===== config.mk =====
export PLATFORM = sky130hd
export DESIGN_NAME = autokey_crib_solver
export DESIGN_NICKNAME = d
export VERILOG_FILES = /design/src/hdl/acs_pkg.sv /design/src/hdl/acs_front.sv /design/src/hdl/acs_back.sv /design/src/hdl/autokey_crib_solver.sv
export SDC_FILE = /design/constraint.sdc
export NUM_CORES = 2
export LEC_CHECK = 0
export BUFFER_PORTS_ARGS = -buffer_cell sky130_fd_sc_hd__buf_2
export CAP_MARGIN = 25
export CORE_UTILIZATION = 24
export DETAILED_ROUTE_END_ITERATION = 7
export MAX_ROUTING_LAYER = met4
export PLACE_DENSITY = 0.37
export SKIP_LAST_GASP = 1
export SYNTH_ARGS = -nofsm -noshare
export SYNTH_HDL_FRONTEND = slang
export SYNTH_SLANG_ARGS = --single-unit

===== constraint.sdc =====
create_clock -name clk_i -period 7.1 [get_ports clk_i]
set_clock_uncertainty 0.1 [all_clocks]
set_input_delay 0.355 -clock clk_i [delete_from_list [all_inputs] [get_ports clk_i]]
set_output_delay 0.355 -clock clk_i [all_outputs]
set_load 0.1 [all_outputs]

===== src/hdl/acs_pkg.sv =====
`timescale 1ns / 1ps
package acs_pkg;
  localparam int unsigned LetterW = 5;
  localparam logic [LetterW-1:0] MaxLetter = 5'd25;
  localparam int unsigned Alphabet = 26;
  localparam int unsigned MinLen = 3;
  localparam int unsigned MinKey = 2;

  typedef struct packed {
    logic [4:0] letter;
    logic       is_crib;
    logic       last;
  } in_word_t;

  typedef struct packed {
    logic [4:0] out_letter;
    logic       solved;
    logic [3:0] key_length;
    logic       end_of_text;
  } out_word_t;

  // (a - b) mod 26 on letter codes; codes above 25 never reach here when solved
  function automatic logic [4:0] sub26(input logic [4:0] a, input logic [4:0] b);
    logic [5:0] s;
    s = {1'b0, a} + 6'd26 - {1'b0, b};
    if (s >= 6'd26) s = s - 6'd26;
    if (s >= 6'd26) s = s - 6'd26;
    return s[4:0];
  endfunction
endpackage


===== src/hdl/acs_front.sv =====
`timescale 1ns / 1ps
// Accept words and push them into a two-entry queue.
module acs_front (
  input  logic              clk_i,
  input  logic              rst_ni,
  input  logic              valid_i,
  output logic              stall_o,
  input  acs_pkg::in_word_t data_i,
  output logic              q_valid_o,
  input  logic              q_pop_i,
  output acs_pkg::in_word_t q_data_o
);
  acs_pkg::in_word_t mem_q [2];
  logic rd_q, wr_q;
  logic [1:0] cnt_q;
  logic push;

  assign stall_o   = (cnt_q == 2'd2);
  assign push      = valid_i && !stall_o;
  assign q_valid_o = (cnt_q != 2'd0);
  assign q_data_o  = mem_q[rd_q];

  always_ff @(posedge clk_i) begin
    if (push) mem_q[wr_q] <= data_i;
  end

  always_ff @(posedge clk_i or negedge rst_ni) begin
    if (!rst_ni) begin
      rd_q <= 1'b0; wr_q <= 1'b0; cnt_q <= 2'd0;
    end else begin
      if (push) wr_q <= ~wr_q;
      if (q_pop_i) rd_q <= ~rd_q;
      cnt_q <= cnt_q + {1'b0, push} - {1'b0, q_pop_i};
    end
  end

  assert property (@(posedge clk_i) disable iff (!rst_ni) cnt_q <= 2'd2)
    else $error("queue count overflow");
  assert property (@(posedge clk_i) disable iff (!rst_ni) q_pop_i |-> q_valid_o)
    else $error("pop from empty queue");
  assert property (@(posedge clk_i) disable iff (!rst_ni) (cnt_q == 2'd2) |-> stall_o)
    else $error("full queue not stalling");
endmodule


===== src/hdl/acs_back.sv =====
`timescale 1ns / 1ps
// Store letters, search for the crib placement, decrypt and stream the text.
module acs_back #(
  parameter int unsigned TEXT_DEPTH = 64,
  parameter int unsigned CRIB_DEPTH = 16
) (
  input  logic               clk_i,
  input  logic               rst_ni,
  input  logic               q_valid_i,
  output logic               q_pop_o,
  input  acs_pkg::in_word_t  q_data_i,
  output logic               valid_o,
  input  logic               stall_i,
  output acs_pkg::out_word_t data_o
);
  localparam int unsigned TW = $clog2(TEXT_DEPTH + 1);
  localparam int unsigned CW = $clog2(CRIB_DEPTH + 1);
  localparam int unsigned TA = (TEXT_DEPTH > 1) ? $clog2(TEXT_DEPTH) : 1;
  localparam int unsigned CA = (CRIB_DEPTH > 1) ? $clog2(CRIB_DEPTH) : 1;

  typedef enum logic [3:0] {
    S_LOAD, S_CHK, S_RD, S_CMP, S_PRIM, S_FWD_RD, S_FWD_WR, S_BWD_RD, S_BWD_WR,
    S_OUT_RD, S_OUT
  } state_e;

  state_e state_q;
  logic [4:0] cipher_mem [TEXT_DEPTH];
  logic [4:0] crib_mem   [CRIB_DEPTH];
  logic [4:0] plain_mem  [TEXT_DEPTH];
  logic [TW-1:0] n_q;
  logic [CW-1:0] m_q;
  logic bad_q, solved_q;
  logic [CW-1:0] p_q;
  logic [TW-1:0] i_q, k_q;
  logic [CW-1:0] j_q;
  logic [4:0] ca_q, cb_q, cc_q, pa_q;

  acs_pkg::in_word_t w;
  assign w = q_data_i;
  assign q_pop_o = (state_q == S_LOAD) && q_valid_i;

  // scratch widths wide enough for i + m
  logic [TW+CW:0] im, ij, pj;
  assign im = {{(CW+1){1'b0}}, i_q} + {{(TW+1){1'b0}}, m_q};
  assign ij = {{(CW+1){1'b0}}, i_q} + {{(TW+1){1'b0}}, j_q};
  assign pj = {{(TW+1){1'b0}}, p_q} + {{(TW+1){1'b0}}, j_q};

  always_ff @(posedge clk_i) begin
    if (state_q == S_LOAD && q_valid_i) begin
      if (w.is_crib && m_q < CW'(CRIB_DEPTH)) crib_mem[m_q[CA-1:0]] <= w.letter;
      if (!w.is_crib && n_q < TW'(TEXT_DEPTH)) cipher_mem[n_q[TA-1:0]] <= w.letter;
    end
    if (state_q == S_RD) begin
      ca_q <= cipher_mem[ij[TA-1:0]];
      cb_q <= crib_mem[j_q[CA-1:0]];
      cc_q <= crib_mem[pj[CA-1:0]];
    end
    if (state_q == S_PRIM)
      plain_mem[TA'({{(CW+1){1'b0}}, i_q} - {{(TW+1){1'b0}}, p_q} + {{(TW+1){1'b0}}, j_q})]
        <= crib_mem[j_q[CA-1:0]];
    if (state_q == S_FWD_RD) begin
      ca_q <= cipher_mem[k_q[TA-1:0]];
      pa_q <= plain_mem[TA'(k_q - TW'(p_q))];
    end
    if (state_q == S_FWD_WR) plain_mem[k_q[TA-1:0]] <= acs_pkg::sub26(ca_q, pa_q);
    if (state_q == S_BWD_RD) begin
      ca_q <= cipher_mem[TA'(k_q - 1'b1)];
      pa_q <= plain_mem[TA'(k_q - 1'b1)];
    end
    if (state_q == S_BWD_WR)
      plain_mem[TA'(k_q - 1'b1 - TW'(p_q))] <= acs_pkg::sub26(ca_q, pa_q);
    if (state_q == S_OUT_RD || (state_q == S_OUT && !stall_i)) begin
      ca_q <= cipher_mem[k_q[TA-1:0]];
      pa_q <= plain_mem[k_q[TA-1:0]];
    end
  end

  always_ff @(posedge clk_i or negedge rst_ni) begin
    if (!rst_ni) begin
      state_q <= S_LOAD; n_q <= '0; m_q <= '0; bad_q <= 1'b0; solved_q <= 1'b0;
      p_q <= '0; i_q <= '0; j_q <= '0; k_q <= '0; valid_o <= 1'b0;
    end else begin
      unique case (state_q)
        S_LOAD: if (q_valid_i) begin
          if (w.is_crib && m_q < CW'(CRIB_DEPTH)) begin
            m_q <= m_q + 1'b1;
            if (w.letter > acs_pkg::MaxLetter) bad_q <= 1'b1;
          end
          if (!w.is_crib && n_q < TW'(TEXT_DEPTH)) begin
            n_q <= n_q + 1'b1;
            if (w.letter > acs_pkg::MaxLetter) bad_q <= 1'b1;
          end
          if (w.last) state_q <= S_CHK;
        end
        S_CHK: begin
          p_q <= CW'(acs_pkg::MinKey);
          i_q <= TW'(acs_pkg::MinKey);
          j_q <= '0;
          solved_q <= 1'b0;
          k_q <= '0;
          if (n_q == '0) begin
            state_q <= S_LOAD; n_q <= '0; m_q <= '0; bad_q <= 1'b0;
          end else if (bad_q || n_q < TW'(acs_pkg::MinLen) || m_q < CW'(acs_pkg::MinLen)
                       || {{(CW+1){1'b0}}, n_q} < {{(TW+1){1'b0}}, m_q}
                       || m_q <= CW'(acs_pkg::MinKey))
            state_q <= S_OUT_RD;
          else state_q <= S_RD;
        end
        S_RD: begin
          if (im > {{(CW+1){1'b0}}, n_q}) begin
            // positions exhausted for this p
            if (p_q + 1'b1 >= m_q) state_q <= S_OUT_RD;
            else begin
              p_q <= p_q + 1'b1; i_q <= TW'(p_q + 1'b1); j_q <= '0;
            end
          end else if (pj >= {{(TW+1){1'b0}}, m_q}) begin
            solved_q <= 1'b1; j_q <= '0; state_q <= S_PRIM;
          end else state_q <= S_CMP;
        end
        S_CMP: begin
          if (acs_pkg::sub26(ca_q, cb_q) == cc_q) j_q <= j_q + 1'b1;
          else begin
            i_q <= i_q + 1'b1; j_q <= '0;
          end
          state_q <= S_RD;
        end
        S_PRIM: begin
          if (j_q + 1'b1 == p_q) begin
            k_q <= i_q; state_q <= S_FWD_RD;
          end
          j_q <= j_q + 1'b1;
        end
        S_FWD_RD: state_q <= (k_q >= n_q) ? S_BWD_RD : S_FWD_WR;
        S_FWD_WR: begin
          if (k_q + 1'b1 >= n_q) begin
            k_q <= i_q; state_q <= S_BWD_RD;
          end else begin
            k_q <= k_q + 1'b1; state_q <= S_FWD_RD;
          end
        end
        S_BWD_RD: begin
          if (k_q <= TW'(p_q)) begin
            k_q <= '0; state_q <= S_OUT_RD;
          end else state_q <= S_BWD_WR;
        end
        S_BWD_WR: begin
          k_q <= k_q - 1'b1; state_q <= S_BWD_RD;
        end
        S_OUT_RD: begin
          valid_o <= 1'b1;
          k_q <= k_q + 1'b1;
          state_q <= S_OUT;
        end
        S_OUT: if (!stall_i) begin
          if (k_q >= n_q) begin
            valid_o <= 1'b0; state_q <= S_LOAD;
            n_q <= '0; m_q <= '0; bad_q <= 1'b0;
          end else k_q <= k_q + 1'b1;
        end
        default: state_q <= S_LOAD;
      endcase
    end
  end

  assign data_o.out_letter  = solved_q ? pa_q : ca_q;
  assign data_o.solved      = solved_q;
  assign data_o.key_length  = solved_q ? 4'(p_q) : 4'd0;
  assign data_o.end_of_text = (k_q >= n_q);

  assert property (@(posedge clk_i) disable iff (!rst_ni) valid_o |-> state_q == S_OUT)
    else $error("output valid outside emit phase");
  assert property (@(posedge clk_i) disable iff (!rst_ni) q_pop_o |-> state_q == S_LOAD)
    else $error("queue popped while busy");
  assert property (@(posedge clk_i) disable iff (!rst_ni)
                   (valid_o && stall_i) |=> $stable(data_o))
    else $error("stalled result changed");
  assert property (@(posedge clk_i) disable iff (!rst_ni) n_q <= TW'(TEXT_DEPTH))
    else $error("text count overflow");
endmodule


===== src/hdl/autokey_crib_solver.sv =====
`timescale 1ns / 1ps
// Autokey crib solver. Letters enter at one word per cycle, unless stall_o is raised, through
// a two-word queue and are stored; the word flagged last starts the solve. The search runs
// over all key lengths and positions, comparing one letter at a time; decryption then
// fills in the plaintext, and results leave at one word per cycle unless the receiver
// stalls. Loading resumes when the final result has been taken.
module autokey_crib_solver #(
  parameter int unsigned TEXT_DEPTH = 64,
  parameter int unsigned CRIB_DEPTH = 16
) (
  input  logic               clk_i,
  input  logic               rst_ni,
  input  logic               valid_i,
  output logic               stall_o,
  input  acs_pkg::in_word_t  data_i,
  output logic               valid_o,
  input  logic               stall_i,
  output acs_pkg::out_word_t data_o
);
  logic q_valid, q_pop;
  acs_pkg::in_word_t q_data;

  acs_front u_front (
    .clk_i, .rst_ni, .valid_i, .stall_o, .data_i,
    .q_valid_o(q_valid), .q_pop_i(q_pop), .q_data_o(q_data)
  );

  acs_back #(.TEXT_DEPTH(TEXT_DEPTH), .CRIB_DEPTH(CRIB_DEPTH)) u_back (
    .clk_i, .rst_ni, .q_valid_i(q_valid), .q_pop_o(q_pop), .q_data_i(q_data),
    .valid_o, .stall_i, .data_o
  );
endmodule


### Word-level counts from Yosys, hierarchy flattened

Memories as Yosys holds them, arrays and structs flattened. A register that Yosys moved wholly into a read port is not among the register bits.
Index checks and enable logic that the tools add are counted.

* output and inout port bits: 13
* bits in writable memories: 734
* input port bits: 11
* memories kept: 4
* flip-flop bits (word level): 62
* logic and storage cells: 229

* $add $sub $neg: 25
* order comparisons: 18
* reductions and logical operators: 36
* bitwise gates (word level): 2
* eq/ne operators: 31
* muxes and demuxes: 97

Memories
* u_back.cipher_mem: depth 64, bits a word 5, read ports 3, clocked after memory_dff 0, write ports 1, line acs_back.sv:27 `logic [4:0] cipher_mem [TEXT_DEPTH];`
* u_back.plain_mem: depth 64, bits a word 5, read ports 3, clocked after memory_dff 0, write ports 1, line acs_back.sv:29 `logic [4:0] plain_mem [TEXT_DEPTH];`
* u_back.crib_mem: depth 16, bits a word 5, read ports 2, clocked after memory_dff 1, write ports 1, line acs_back.sv:28 `logic [4:0] crib_mem [CRIB_DEPTH];`
* u_front.mem_q: depth 2, bits a word 7, read ports 1, clocked after memory_dff 0, write ports 1, line acs_front.sv:13 `acs_pkg::in_word_t mem_q [2];`

Operators by type and width (count)
* $mux 5: 27
* $mux 7: 13
* $pmux 7 s7: 1
* $pmux 4 s11: 1
* $mux 6: 7
* $pmux 7 s3: 2
* $mux 4: 10
* $ge 6x5->1 const B: 5
* $sub 6x5->6: 5
* $mux 1: 28
* $ne 2x2->1 const B: 13
* $add 7x1->7 const B: 3
* $pmux 5 s4: 1
* $reduce_and 6->1: 3
* $eq 4x3->1 const B: 4
* $add 5x1->5 const B: 3
* $pmux 5 s3: 1
* $sub 5x5->5 const B: 3
* $ge 7x7->1: 2
* $ge 13x5->1: 1
* $gt 13x7->1: 1
* $add 6x5->6: 2
* $eq 4x4->1 const B: 3
* $reduce_and 3->1: 4
* other kinds (41): 66

### Longest topological paths before layout

* depth after elaboration: 11
* mapped depth: 22
* mapped depth without buffers: 18

### By module

A second synthesis with hierarchy kept.

* cells, all modules: 2933
* area total of the unflattened synthesis: 46558.4 um^2

By module, submodules not included
* acs_back: cells an instance 2894, area each 45825.2 um^2, instances 1, seq. area each 23297.3 um^2
* acs_front: cells an instance 39, area each 733.2 um^2, instances 1, seq. area each 520.5 um^2

### Worst setup path after synthesis

No wires, ideal clock.

* path type: register to register
* start point: register u_back.ca_q[1]
* end point: memory u_back.plain_mem[0][1] (data pin)
* period minus slack after synthesis: 6225 ps
* data required time: 6299 ps
* library setup time: 701 ps
* path buffers: 0
* cell stages (with the launch flop): 13
* arrival time: 5423 ps
* setup slack: 875 ps
* cells stage by stage: edfxtp_1 > ha_1 > ha_1 > nor2b_1 > o21ai_0 > nand2b_1 > xor2_1 > nand3_1 > o21ai_1 > mux2_2 > a311o_1 > xor2_1 > o21ai_0

* word-level cells in the longest chain between the ends: 10
* elaborated cells on any way between the ends: 17
* those cells by class: 5 x add/sub; 3 x order compare; 9 x mux

RTL lines
* start: declaration: line acs_back.sv:36 `logic [4:0] ca_q, cb_q, cc_q, pa_q;`
* start signal: assignment: line acs_back.sv:54 `ca_q <= cipher_mem[ij[TA-1:0]];`
* start signal: assignment: line acs_back.sv:62 `ca_q <= cipher_mem[k_q[TA-1:0]];`
* start signal: assignment: line acs_back.sv:67 `ca_q <= cipher_mem[TA'(k_q - 1'b1)];`
* $add 5x5->6 *: line acs_pkg.sv:25 `s = {1'b0, a} + 6'd26 - {1'b0, b};`
* $sub 6x5->6 *: line acs_pkg.sv:25
* $sub 6x5->6 or $ge 6x5->1 (tied branches): line acs_pkg.sv:26 `if (s >= 6'd26) s = s - 6'd26;`
* $mux 6 *: line acs_pkg.sv:26
* $mux 6: line acs_back.sv:65 `if (state_q == S_FWD_WR) plain_mem[k_q[TA-1:0]] <= acs_pkg::sub26(ca_q, pa_q);`
* $sub 5x5->5 or $ge 6x5->1 (tied branches): line acs_pkg.sv:27 `if (s >= 6'd26) s = s - 6'd26;`
* $mux 5: line acs_pkg.sv:27
* $mux 5: line acs_back.sv:65
* $mux 5 (no line)
* $mux 5 (no line) *
* end: declaration: line acs_back.sv:29

Mark *: on every way between the ends. The rest lies on a longest branch, timed or not. The select of a mux whose other input is x is not followed.

### Worst setup path after layout

* start point: register u_back.k_q[1]
* end point: register u_back.ca_q[0] (data pin)

* word-level cells in the longest chain between the ends: 4
* elaborated cells on any way between the ends: 5
* those cells by class: 1 x add/sub; 3 x mux; 1 x memory

RTL lines
* start: declaration: line acs_back.sv:34 `logic [TW-1:0] i_q, k_q;`
* start signal: assignment: line acs_back.sv:151 `k_q <= k_q + 1'b1;`
* start signal: assignment: line acs_back.sv:158 `end else k_q <= k_q + 1'b1;`
* $sub 7x1->7 or $mem_v2 64x5 (tied branches)
* $mem_v2 64x5 *
* $mux 5: line acs_back.sv:66 `if (state_q == S_BWD_RD) begin`
* $mux 5 *: line acs_back.sv:72 `if (state_q == S_OUT_RD || (state_q == S_OUT && !stall_i)) begin`
* end signal: assignment: line acs_back.sv:62
* end signal: assignment: line acs_back.sv:67
* end signal: assignment: line acs_back.sv:73 `ca_q <= cipher_mem[k_q[TA-1:0]];`

Mark *: on every way between the ends. The rest lies on a longest branch, timed or not.
A chain may end at the register's enable or synchronous reset.

==> metrics.txt <==
# TYPE chip_impl_metric gauge
chip_impl_metric{name="synth_fp_nets",unit=""} 2835
chip_impl_info{name="status",value="finished, final reports clean"} 1
chip_impl_metric{name="finalMaxSlewViolations",unit=""} 0
chip_impl_info{name="synth_flop_cell",value="edfxtp_1"} 1
chip_impl_metric{name="gr-usage-all-layers",unit=""} 0.168
chip_impl_metric{name="report.final.hold_viol_count",unit=""} 0
chip_impl_metric{name="place_worst_setup_slack",unit="ns"} 1.54
chip_impl_metric{name="critPathRequiredTime",unit="ns"} 7.37
chip_impl_metric{name="die-height",unit="um"} 442
chip_impl_metric{name="synth_seq_cells",unit=""} 801
chip_impl_metric{name="detailroute.via_count",unit=""} 28500
chip_impl_metric{name="h-tree-depth",unit=""} 3
chip_impl_metric{name="fin_hold_ws",unit="ns"} 0.209
chip_impl_metric{name="synth_area",unit="um^2"} 46500
chip_impl_metric{name="critical_path.max_fanout",unit=""} 47
chip_impl_metric{name="wirelength",unit="mm"} 161
chip_impl_metric{name="timing.fmax",unit="MHz"} 180
chip_impl_metric{name="clock_tree.buffer_depth",unit=""} 3
chip_impl_metric{name="cts-resized-gates",unit=""} 0
chip_impl_metric{name="synth.yosys.seq_area_share",unit=""} 0.513
chip_impl_metric{name="post_drt_wl_per_cell",unit="um"} 30.2
chip_impl_metric{name="cts_hold_repair.buffers",unit=""} 10
chip_impl_metric{name="die_width",unit="um"} 442
chip_impl_metric{name="slew_at_the_pin_closest_to_its_max_slew_limit",unit="ns"} 1.14
chip_impl_metric{name="place_congestion",unit=""} 0.825
chip_impl_metric{name="synth.avg_cell_area",unit="um^2"} 17.1
chip_impl_metric{name="netlist_instances",unit=""} 2713
chip_impl_metric{name="initial_drt_markers",unit=""} 3148
chip_impl_metric{name="detail_route.first_pass.iterations",unit=""} 6
chip_impl_info{name="hold_class",value="in2async"} 1
chip_impl_metric{name="fin_crit_sh",unit=""} 0.781
chip_impl_metric{name="gr-total-overflow",unit=""} 0
chip_impl_metric{name="yosysTopAreaCellShare",unit=""} 0.487
chip_impl_metric{name="number_of_buffers_inserted_during_clock_tree_synthesis",unit=""} 97
chip_impl_metric{name="cts.repair_timing.setup_buffer_count",unit=""} 0
chip_impl_info{name="critPathLaunchType",value="flip-flop"} 1
chip_impl_metric{name="max_cap_violations",unit=""} 0
chip_impl_metric{name="die_area",unit="um^2"} 195000
chip_impl_info{name="criticalPathCategory",value="reg2reg"} 1
chip_impl_metric{name="critPathArrivalTime",unit="ns"} 5.81
chip_impl_metric{name="setup_violations",unit=""} 0
chip_impl_metric{name="number_of_enable_type_register_cells_in_the_synthesized_netlist",unit=""} 754
chip_impl_metric{name="synthArstFlopShare",unit=""} 0.0587
chip_impl_metric{name="post-route-drc-count",unit=""} 0
chip_impl_metric{name="post_route_cells_drive_above_1_share",unit=""} 0.344
chip_impl_metric{name="place.detailed.hpwl",unit="mm"} 110
chip_impl_metric{name="setup_ws",unit="ns"} 1.56
chip_impl_metric{name="grt_antenna_before_repair",unit=""} 10
chip_impl_info{name="cts_tree",value="built"} 1
chip_impl_metric{name="fin_nets",unit=""} 2850
chip_impl_metric{name="grt_start_max_net_pins",unit=""} 132
chip_impl_metric{name="postRouteAntennaNets",unit=""} 0
chip_impl_metric{name="setup_tns",unit="ns"} 0
chip_impl_metric{name="initial_util",unit=""} 0.242
chip_impl_info{name="grt_setup_unrepaired",value="false"} 1
chip_impl_metric{name="via_per_inst",unit=""} 5.33
chip_impl_metric{name="fill_cells",unit=""} 19000
chip_impl_metric{name="area_of_the_placeable_core",unit="um^2"} 192000
chip_impl_metric{name="grt_pass1_wl",unit="mm"} 230
chip_impl_metric{name="io_pins",unit=""} 24
chip_impl_metric{name="cts.clk_slew.worst_paths",unit="ns"} 0.06
chip_impl_metric{name="clock_sink_count",unit=""} 801
chip_impl_metric{name="finalCriticalPeriod",unit="ns"} 5.54
chip_impl_info{name="netlist.top_cell.by_area",value="edfxtp_1"} 1
chip_impl_metric{name="input_output_buffers",unit=""} 23
chip_impl_info{name="synthTopCellsByArea",value="edfxtp_1 49%, mux4_2 33%, ha_1 2.7%"} 1
chip_impl_metric{name="grt_pass1_vias",unit=""} 28900
chip_impl_metric{name="netlist-cell-type-count",unit=""} 74
chip_impl_metric{name="fp-row-count",unit=""} 161
chip_impl_metric{name="layout_area_growth_over_synthesis",unit="%"} 14.8
chip_impl_metric{name="clock_latency_late_sink",unit="ns"} 0.75
chip_impl_metric{name="total_number_of_yosys_warnings",unit=""} 0
chip_impl_info{name="endpoint_kind",value="flip-flop"} 1
chip_impl_metric{name="max_slew_margin",unit=""} 0.243
chip_impl_info{name="clockRootBuffer",value="clkbuf_16"} 1
[path summary, 6_finish.rpt]
kind | startpoint | to | slack (ns) | cells after the start
max | u_back.k_q[1] | u_back.ca_q[0] | 1.56 | 9
min | rst_ni | u_front.rd_q | 0.21 | 3
max reg2reg | u_back.k_q[1] | u_back.ca_q[0] | 1.56 | 9
min reg2reg | u_front.wr_q | u_front.wr_q | 0.39 | 1
max in group asynchronous | rst_ni | u_back.k_q[0] | 6.08 | 3
min in group clk_i | data_i[3] | u_front.mem_q[0][3] | 0.26 | 2
[synthesized netlist by cell type, drive strengths merged, types with 9 or more instances]
master and instances:
ha 99, or3 13, inv 87, and3 14
o22ai 11, mux2 16, a211oi 12, o211ai 10
clkbuf 110, nand4 10, buf 74, xnor2 50
a31oi 17, nand2b 17, nor2b 16, a21oi 72
a21o 30, nand3 34, edfxtp 754, nand2 95
xor2 21, nor4 9, mux2i 15, fa 12
o21ai 47, nor3 30, nor2 229, mux4 673
dfrtp 47
[metrics by stage]
stage	utilization	cell area [um^2]	std cells
6_report	0.277	53400	5341
4_1_cts	0.277	53300	5332
3_3_place_gp	0.258	49700	5136
5_1_grt	0.277	53400	5341
2_1_floorplan	-	46500	2713
3_5_place_dp	0.259	49700	5141
[per-layer routing]
layer	GRT usage	vias up	share of wire
met5	-	-	0
met4	0.0492	0	0.025
met3	0.0297	212	0.063
met2	0.263	1234	0.48
met1	0.223	15500	0.43
li1	-	11500	-
[cells in the final DEF (no fill, tap or decap), types with 11 or more instances in the layout]
cell type   count
edfxtp_1      754
mux4_2        673
nor2_1        228
clkbuf_16      97
ha_1           96
nand2_1        95
inv_1          86
a21oi_1        69
buf_4          57
xnor2_1        44
o21ai_0        43
dfrtp_1        43
nand3_1        33
nor3_1         30
a21o_1         30
buf_2          24
xor2_1         18
nand2b_1       17
a31oi_1        17
nor2b_1        16
clkinv_1       16
bufinv_16      16
mux2_2         15
mux2i_1        15
clkinvlp_4     15
clkbuf_1       15
and3_1         14
or3_1          13
a211oi_1       12
o22ai_1        11
[critical path, cell delays in order (launching register included)]
cell and delay [ns]:
dfrtp_4 0.79, inv_1 0.18, ha_4 0.67, buf_4 0.76, buf_4 0.62, mux4_2 0.41
mux4_2 0.53, mux4_2 0.54, mux2i_1 0.21, o221ai_1 0.25
[sequential cells by signal, summed over array words and instances (netlist names), 7 cells and up]
name and cells:
u_front.mem_q 14, u_back.n_q 7, u_back.plain_mem 320, u_back.cipher_mem 320, u_back.k_q 7, u_back.i_q 7, u_back.crib_mem 80
[layout make-up]
type | instances | area (um^2) | share of cell area
Timing Repair Buffer | 100 | 873 | 0.0164
Inverter | 88 | 330 | 0.00619
Tap cell | 2526 | 3160 | 0.0592
Multi-Input combinational cell | 1640 | 21700 | 0.407
Clock buffer | 112 | 2480 | 0.0465
Sequential cell | 801 | 23800 | 0.447
Antenna cell | 5 | 12.5 | 0.000234
Clock inverter | 69 | 935 | 0.0175
[cell families after synthesis]
| kind of cell | Yosys count | share of synthesized area |
|---|---|---|
| XOR/XNOR | 71 | 0.0134 |
| buffers and inverters | 272 | 0.0232 |
| adder cells (fa/ha/maj) | 111 | 0.0318 |
| flip-flops | 801 | 0.513 |
| AO/OA/AOI/OAI | 264 | 0.0383 |
| AND/OR/NAND/NOR | 490 | 0.0475 |
| multiplexers | 704 | 0.333 |
Power is not shown: default switching activity piles up to over one toggle a cycle in this logic, so the estimate is an artifact.
